### src/rtl/tdpt_pkg.sv
// Shared types, constants and the control store of the trial-division primality tester.
`default_nettype none

package tdpt_pkg;

  // Dividend bits consumed by each remainder unit per cycle.
  localparam int DIGIT_BITS = 4;

  // Divisor schedule of the 6k +/- 1 scheme.
  localparam int FIRST_DIV  = 5;
  localparam int DIV_STEP   = 6;
  localparam int PAIR_OFS   = 2;
  localparam int SMALL_DIV  = 3;

  // Control store address.
  typedef logic [3:0] pc_t;

  // Jump condition select.
  typedef logic [3:0] cond_t;
  localparam cond_t C_NEXT     = 4'd0;  // never jump, fall through
  localparam cond_t C_ALWAYS   = 4'd1;  // jump unconditionally
  localparam cond_t C_NO_INPUT = 4'd2;  // no input transfer this cycle
  localparam cond_t C_TRIVIAL  = 4'd3;  // negative, small or even
  localparam cond_t C_DIV_BUSY = 4'd4;  // remainder units not yet finished
  localparam cond_t C_B_ZERO   = 4'd5;  // second divisor divides the number
  localparam cond_t C_SQ_GT    = 4'd6;  // divisor squared exceeds the number
  localparam cond_t C_ANY_ZERO = 4'd7;  // either divisor divides the number
  localparam cond_t C_OUT_BUSY = 4'd8;  // output register still occupied

  // Verdict update applied when a jump is taken.
  typedef logic [1:0] res_t;
  localparam res_t R_KEEP = 2'd0;
  localparam res_t R_TRIV = 2'd1;
  localparam res_t R_ZERO = 2'd2;
  localparam res_t R_ONE  = 2'd3;

  // Program steps.
  localparam pc_t ST_EMIT  = 4'd0;
  localparam pc_t ST_WAIT  = 4'd1;
  localparam pc_t ST_TRIV  = 4'd2;
  localparam pc_t ST_DIV3  = 4'd3;
  localparam pc_t ST_CHK3  = 4'd4;
  localparam pc_t ST_BOUND = 4'd5;
  localparam pc_t ST_DIVP  = 4'd6;
  localparam pc_t ST_CHKP  = 4'd7;
  localparam pc_t ST_ADV   = 4'd8;

  // One control word.
  typedef struct packed {
    logic  accept;    // offer in_tready, load the number and the first divisor
    logic  div_init;  // clear remainders and load the dividend shifter
    logic  div_step;  // consume one digit of the dividend
    logic  ld_loop;   // divisor 5, square 25
    logic  advance;   // divisor += 6, square updated
    logic  emit;      // hand the verdict to the output register
    cond_t cond;
    res_t  res;
    pc_t   target;
  } ctrl_t;

  // Microprogram. Emit sits at address zero so that it falls through to the wait step.
  function automatic ctrl_t ucode_rom(input pc_t pc);
    ctrl_t w;
    begin
      w = '0;
      unique case (pc)
        ST_EMIT: begin
          w.emit   = 1'b1;
          w.cond   = C_OUT_BUSY;
          w.target = ST_EMIT;
        end
        ST_WAIT: begin
          w.accept = 1'b1;
          w.cond   = C_NO_INPUT;
          w.target = ST_WAIT;
        end
        ST_TRIV: begin
          w.div_init = 1'b1;
          w.cond     = C_TRIVIAL;
          w.res      = R_TRIV;
          w.target   = ST_EMIT;
        end
        ST_DIV3: begin
          w.div_step = 1'b1;
          w.cond     = C_DIV_BUSY;
          w.target   = ST_DIV3;
        end
        ST_CHK3: begin
          w.ld_loop = 1'b1;
          w.cond    = C_B_ZERO;
          w.res     = R_ZERO;
          w.target  = ST_EMIT;
        end
        ST_BOUND: begin
          w.div_init = 1'b1;
          w.cond     = C_SQ_GT;
          w.res      = R_ONE;
          w.target   = ST_EMIT;
        end
        ST_DIVP: begin
          w.div_step = 1'b1;
          w.cond     = C_DIV_BUSY;
          w.target   = ST_DIVP;
        end
        ST_CHKP: begin
          w.advance = 1'b1;
          w.cond    = C_ANY_ZERO;
          w.res     = R_ZERO;
          w.target  = ST_EMIT;
        end
        ST_ADV: begin
          w.cond   = C_ALWAYS;
          w.target = ST_BOUND;
        end
        default: begin
          w.cond   = C_ALWAYS;
          w.target = ST_WAIT;
        end
      endcase
      return w;
    end
  endfunction

endpackage

`default_nettype wire

### src/rtl/tdpt_rem.sv
// Digit-serial remainder unit: reduces a dividend by one divisor, several bits per cycle.
`default_nettype none

module tdpt_rem #(
  parameter int DW = 17
) (
  input  wire logic                             clk,
  input  wire logic                             init,
  input  wire logic                             step,
  input  wire logic [tdpt_pkg::DIGIT_BITS-1:0]  digit,
  input  wire logic [DW-1:0]                    divisor,
  output logic      [DW-1:0]                    rem
);

  logic [DW-1:0] rem_r;
  logic [DW-1:0] rem_nxt;
  logic [DW-1:0] part;
  logic [DW:0]   trial;

  // Restoring reduction, most significant dividend bit first.
  always_comb begin
    part  = rem_r;
    trial = '0;
    for (int k = tdpt_pkg::DIGIT_BITS - 1; k >= 0; k--) begin
      trial = {part, digit[k]};
      if (trial >= {1'b0, divisor}) begin
        trial = trial - {1'b0, divisor};
      end
      part = trial[DW-1:0];
    end
    if (init) begin
      rem_nxt = '0;
    end else if (step) begin
      rem_nxt = part;
    end else begin
      rem_nxt = rem_r;
    end
  end

  // Remainder register.
  always_ff @(posedge clk) begin
    rem_r <= rem_nxt;
  end

  assign rem = rem_r;

endmodule

`default_nettype wire
### config.mk
export PLATFORM = sky130hd
export DESIGN_NAME = tdpt_rem
export DESIGN_NICKNAME = d
export VERILOG_FILES = /design/src/rtl/tdpt_pkg.sv /design/src/rtl/tdpt_rem.sv
export SDC_FILE = /design/constraint.sdc
export NUM_CORES = 1
export LEC_CHECK = 0
export BUFFER_PORTS_ARGS = -buffer_cell sky130_fd_sc_hd__buf_2
export CORE_MARGIN = 2
export CORE_UTILIZATION = 30
export CTS_BUF_LIST = sky130_fd_sc_hd__clkbuf_2 sky130_fd_sc_hd__clkbuf_4 sky130_fd_sc_hd__clkbuf_8
export DETAILED_ROUTE_END_ITERATION = 7
export PLACE_DENSITY = 0.58
export SYNTH_ARGS = -nofsm -noshare
export SYNTH_HDL_FRONTEND = slang
export SYNTH_SLANG_ARGS = --single-unit
### constraint.sdc
create_clock -name clk -period 30.4 [get_ports clk]
set_input_delay 3.04 -clock clk [delete_from_list [all_inputs] [get_ports clk]]
set_output_delay 3.04 -clock clk [all_outputs]
set_load 0.01 [all_outputs]
==> impl_metrics.toml, run 1 <==
[yosys]
synth_cells = 684
ys_seq_area_share_pct = 7.045
syn_area_um2 = 4831
synth_area_per_cell_um2 = 7.063
synth_cell_types = 72
ys_ff_latch = 17
ys.flop_type = "dfxtp_1"
yosysWarnings = 0
synth_top_cell_by_area = "ha_1"
synth_area_leaders = "ha_1, dfxtp_1, a21oi_1"
async_reset_ff_share_pct = 0
syn_nets = 780
synth_top_area_share_pct = 17.61
synth_edf_count = 0

[sta]
hold_violations = 0
slew_viol_final = 0
fin_setup_tns_ns = 0
worst_pin_slew_ns = 0.9288
fmax_mhz = 72.38
rsz0062_at_grt = "no"
finalSetupViolCount = 0
min_period_ns = 13.82
finalCritPeriodShare_pct = 45.45
finalClockSkew_ns = 0.002401
maxSlewHeadroom_pct = 37.81

[layout]
fill_cells = 1751
synthToLayoutAreaGrowth_pct = 9.169
final_common_cell = "ha_1"
diodes = 0
nets = 807
drive_gt1_share_pct = 10.85
largest_reg_flops = 17
regArea_um2 = 340.3
final_cell_mix = "ha_1, nor2_1, nand2_1"
multiInputGateArea_um2 = 4192

[worst_setup_path]
reg2reg_from = "rem[10]$_SDFFE_PP0P_"
path_max_fanout = 27
cp-end-kind = "flip-flop"
slowest_delay_ns = 0.67
worstPathArrival_ns = 13.96
crit_required_ns = 30.54
startpoint = "divisor[1]"
r2r_slack_ns = 19.26
crit_path_top_delay_cell = "o21ai_0"
worstSetupStartpointType = "primary input"
path_class = "in2reg"

[outcome]
status = "complete, no violations"

[die]
start_util_pct = 30.52
io-pin-count = 41
die_h_um = 130.9
die_width_um = 130.9
die-area_um2 = 17130
rows = 46
core_um2 = 15830

[placed_design]
place_congestion = 0.9655
dp_hpwl_um = 13540
numPortBuffers = 40

[clock_network]
cts_setup_buffers = 0
clkLatencyLatePin_ns = 0.25
clkTransAtPathRegs_ns = 0.07
clock-sinks = 17
cts_buffer_depth = 2
cts_buffers = 3
cts_root_buf = "clkbuf_8"
post_cts_resized = 0
cts_tree = "done"
holdBufCountCts = 0
htreeDepth = 1

[route]
drtIter0Drc = 379
drc_errors = 0
vias = 5225
vias_per_cell = 5.643
wirelength_um = 15950
drtPass1Iterations = 5
antenna_left = 0
wl_per_cell_um = 17.22

[grt]
first_global_vias = 4920
track_usage_pct = 19.07
grt_overflow = 0
antenna_found_initial = 0
grt_start_max_net_pins = 31
grt_pass1_wl_um = 25810

[min_path]
hold_path_class = "reg2reg"
hp-start = "rem[10]$_SDFFE_PP0P_"

[job]
cap_violations = 0
==> cell usage after synthesis, drive strengths merged (5+ instances only) <==
| cell | instances |
|---|---|
| ha | 68 |
| nand4 | 11 |
| nor3 | 21 |
| o21ai | 55 |
| mux2 | 8 |
| inv | 51 |
| nor4 | 8 |
| clkbuf | 17 |
| nor3b | 8 |
| mux2i | 7 |
| xor2 | 15 |
| a211o | 5 |
| o21a | 13 |
| nand2 | 61 |
| or2 | 9 |
| o211ai | 9 |
| nand2b | 13 |
| dfxtp | 17 |
| and3 | 5 |
| a21oi | 56 |
| o221ai | 9 |
| a211oi | 12 |
| a21o | 13 |
| nand3 | 16 |
| o31ai | 6 |
| nor2 | 65 |
| xnor2 | 26 |
| a311oi | 10 |
==> worst max-delay path, delay by kind of cell <==
kind | cells | cell delay (ns)
buf+inv | 4 | 0.80
simple gates | 8 | 1.62
mux | 1 | 0.37
compound gates | 21 | 6.62
fa+ha+maj | 4 | 1.47
==> final cells by class <==
type,instances,area share [%]
multi-input combinational,594,79.48
timing repair buffer,43,4.223
clock buffer,4,0.9253
inverter,52,3.796
tap,216,5.125
sequential,17,6.453
==> metrics by stage <==
stage               setup WS (ns)  hold WS, ns  instances  area (µm²)  utilization, %
finish                      16.58       0.5400        926        5274           33.32
detailed placement          16.52       0.5323        922        5225           33.01
global route                15.56       0.5601        926        5274           33.32
floorplan                   18.14       0.5202        684        4831               -
global placement            16.73       0.5311        922        5225           33.01
CTS                         16.75       0.5410        926        5274           33.32
==> final timing paths <==
kind,end,depth (start not counted)
worst min register to register,rem[10]$_SDFFE_PP0P_,2
worst min-delay path,rem[10]$_SDFFE_PP0P_,2
worst max register to register,rem[15]$_SDFFE_PP0P_,37
worst max-delay path,rem[15]$_SDFFE_PP0P_,38
==> logic make-up (layout without fill, tap and decap cells) <==
group / after synthesis / in the layout / synth area share [%]
AND/OR/NAND/NOR: 237 / 237 / 24.19
AO/OA/AOI/OAI: 229 / 229 / 32.56
buffers and inverters: 73 / 99 / 6.190
adder cells (fa/ha/maj): 72 / 72 / 19.27
XOR/XNOR: 41 / 41 / 7.433
flip-flops: 17 / 17 / 7.045
multiplexers: 15 / 15 / 3.315
==> routing by layer <==
layer  wire, µm  track usage, %
met1       7570           25.62
met2       7215           32.17
met3        579           1.669
met4        580           6.383
met5          0               0
Power of run 1 is not shown: default switching activity piles up to over one toggle a cycle in this logic, so the estimate is an artifact.
==> inputs of run 2 (changes only) <==
- PLACE_DENSITY: 0.58 -> 0.59
- clock period: 30.4 -> 12.38 ns (I/O delays scaled with it)
==> run 2 against run 1 <==
  * Register-to-register slack worse by 17 ns
  * Cell count is 0.86% higher
  * Clock skew rose by 0.0019 ns
  * Sequential cell count stayed put
  * Non-clock buffer count is 8 higher
  * Core utilization increased by 0.38 points
==> impl_metrics.toml, run 2 (same netlist as run 1, synthesis figures left out) <==
[outcome]
status = "complete, no violations"

[worst_setup_path]
crit_required_ns = 12.50
r2r-end = "rem[15]$_SDFFE_PP0P_"
crit_path_top_delay_cell = "o21ai_0"
path_class = "in2reg"
cp-end-kind = "flip-flop"
cp_common_cell = "nor2_1"
r2r_slack_ns = 1.88
reg2reg_from = "rem[1]$_SDFFE_PP0P_"
slowest_delay_ns = 0.61
worstPathArrival_ns = 11.56
worstSetupStartpointType = "primary input"
path_max_fanout = 19
rr_worst_depth = 38

[route]
wirelength_um = 15740
drc_errors = 0
antenna_left = 0
vias_per_cell = 5.500
wl_per_cell_um = 16.85
drtPass1Iterations = 5
vias = 5137
drtIter0Drc = 438

[grt]
grt_pass1_wl_um = 25490
track_usage_pct = 18.75
antenna_found_initial = 0
first_global_vias = 4944
grt_start_max_net_pins = 31
grt_overflow = 0

[min_path]
hold_path_class = "reg2reg"
min_path_cells = 2
hp-start = "rem[5]$_SDFFE_PP0P_"
hold_end = "rem[5]$_SDFFE_PP0P_"

[sta]
maxSlewHeadroom_pct = 29.95
finalCritPeriodShare_pct = 92.44
min_period_ns = 11.44
finalSetupViolCount = 0
fmax_mhz = 87.38
fin_setup_tns_ns = 0
hold_violations = 0
finalClockSkew_ns = 0.004281
slew_viol_final = 0
rsz0062_at_grt = "no"
whs_ns = 0.5325
worst_pin_slew_ns = 1.044

[layout]
final_common_cell = "ha_1"
fin_util_pct = 33.70
nets = 815
multiInputGateArea_um2 = 4192
regArea_um2 = 340.3
drive_gt1_share_pct = 11.84
synthToLayoutAreaGrowth_pct = 10.41
largest_reg_flops = 17
fill_cells = 1756
final_cell_mix = "ha_1, nor2_1, nand2_1"
diodes = 0

[placed_design]
place_congestion = 0.9577
dp_hpwl_um = 13460
numPortBuffers = 40

[clock_network]
clkTransAtPathRegs_ns = 0.07
cts_buffer_depth = 2
htreeDepth = 1
cts_tree = "done"
clock-sinks = 17
cts_root_buf = "clkbuf_8"
holdBufCountCts = 0
cts_setup_buffers = 0
clkLatencyLatePin_ns = 0.26
post_cts_resized = 0
cts_buffers = 3

[die]
rows = 46
die_h_um = 130.9
die-area_um2 = 17130
io-pin-count = 41
die_width_um = 130.9
start_util_pct = 30.52
core_um2 = 15830

[job]
cap_violations = 0
==> run 2: worst max-delay path by stage <==
| stage | depth (start not counted) | to | start | slack, ns |
|---|---|---|---|---|
| floorplan | 45 | rem[9]$_SDFFE_PP0P_ | digit[3] | 1.93 |
| global placement | 40 | rem[15]$_SDFFE_PP0P_ | divisor[1] | 1.14 |
| detailed placement | 39 | rem[15]$_SDFFE_PP0P_ | divisor[1] | 0.95 |
| CTS | 39 | rem[15]$_SDFFE_PP0P_ | divisor[1] | 1.14 |
| global route | 41 | rem[15]$_SDFFE_PP0P_ | divisor[1] | 0.05 |
| finish | 40 | rem[15]$_SDFFE_PP0P_ | divisor[1] | 0.94 |
==> run 2: area by class of cell <==
type / instances / share of cell area (%)
multi-input combinational: 594 / 78.58
sequential: 17 / 6.380
tap: 216 / 5.067
clock buffer: 4 / 0.9148
inverter: 52 / 3.753
timing repair buffer: 51 / 5.301
==> run 2: critical path, delay by kind of cell <==
family                   cells  cell delay [ns]
AND/OR/NAND/NOR              9             1.82
adder cells (fa/ha/maj)      4             1.69
AO/OA/AOI/OAI               23             6.12
buffers and inverters        4             0.66
==> run 2: metrics by stage <==
stage | instances | instance area, µm² | setup WS (ns)
final | 934 | 5334 | 0.9358
after global routing | 934 | 5334 | 0.05104
after CTS | 934 | 5334 | 1.140
after detailed placement | 930 | 5285 | 0.9499
after global placement | 930 | 5285 | 1.140
after floorplan | 684 | 4831 | 1.925
==> run 2: routing by layer <==
layer  global-route usage (%)  share of wire, %  wire length (µm)
met4                    4.318               2.1               336
met2                    32.63                47              7405
met3                    1.792               4.3               683
met5                        0                 0                 0
met1                    25.07                46              7309
Power of run 2 is left out for the same reason.
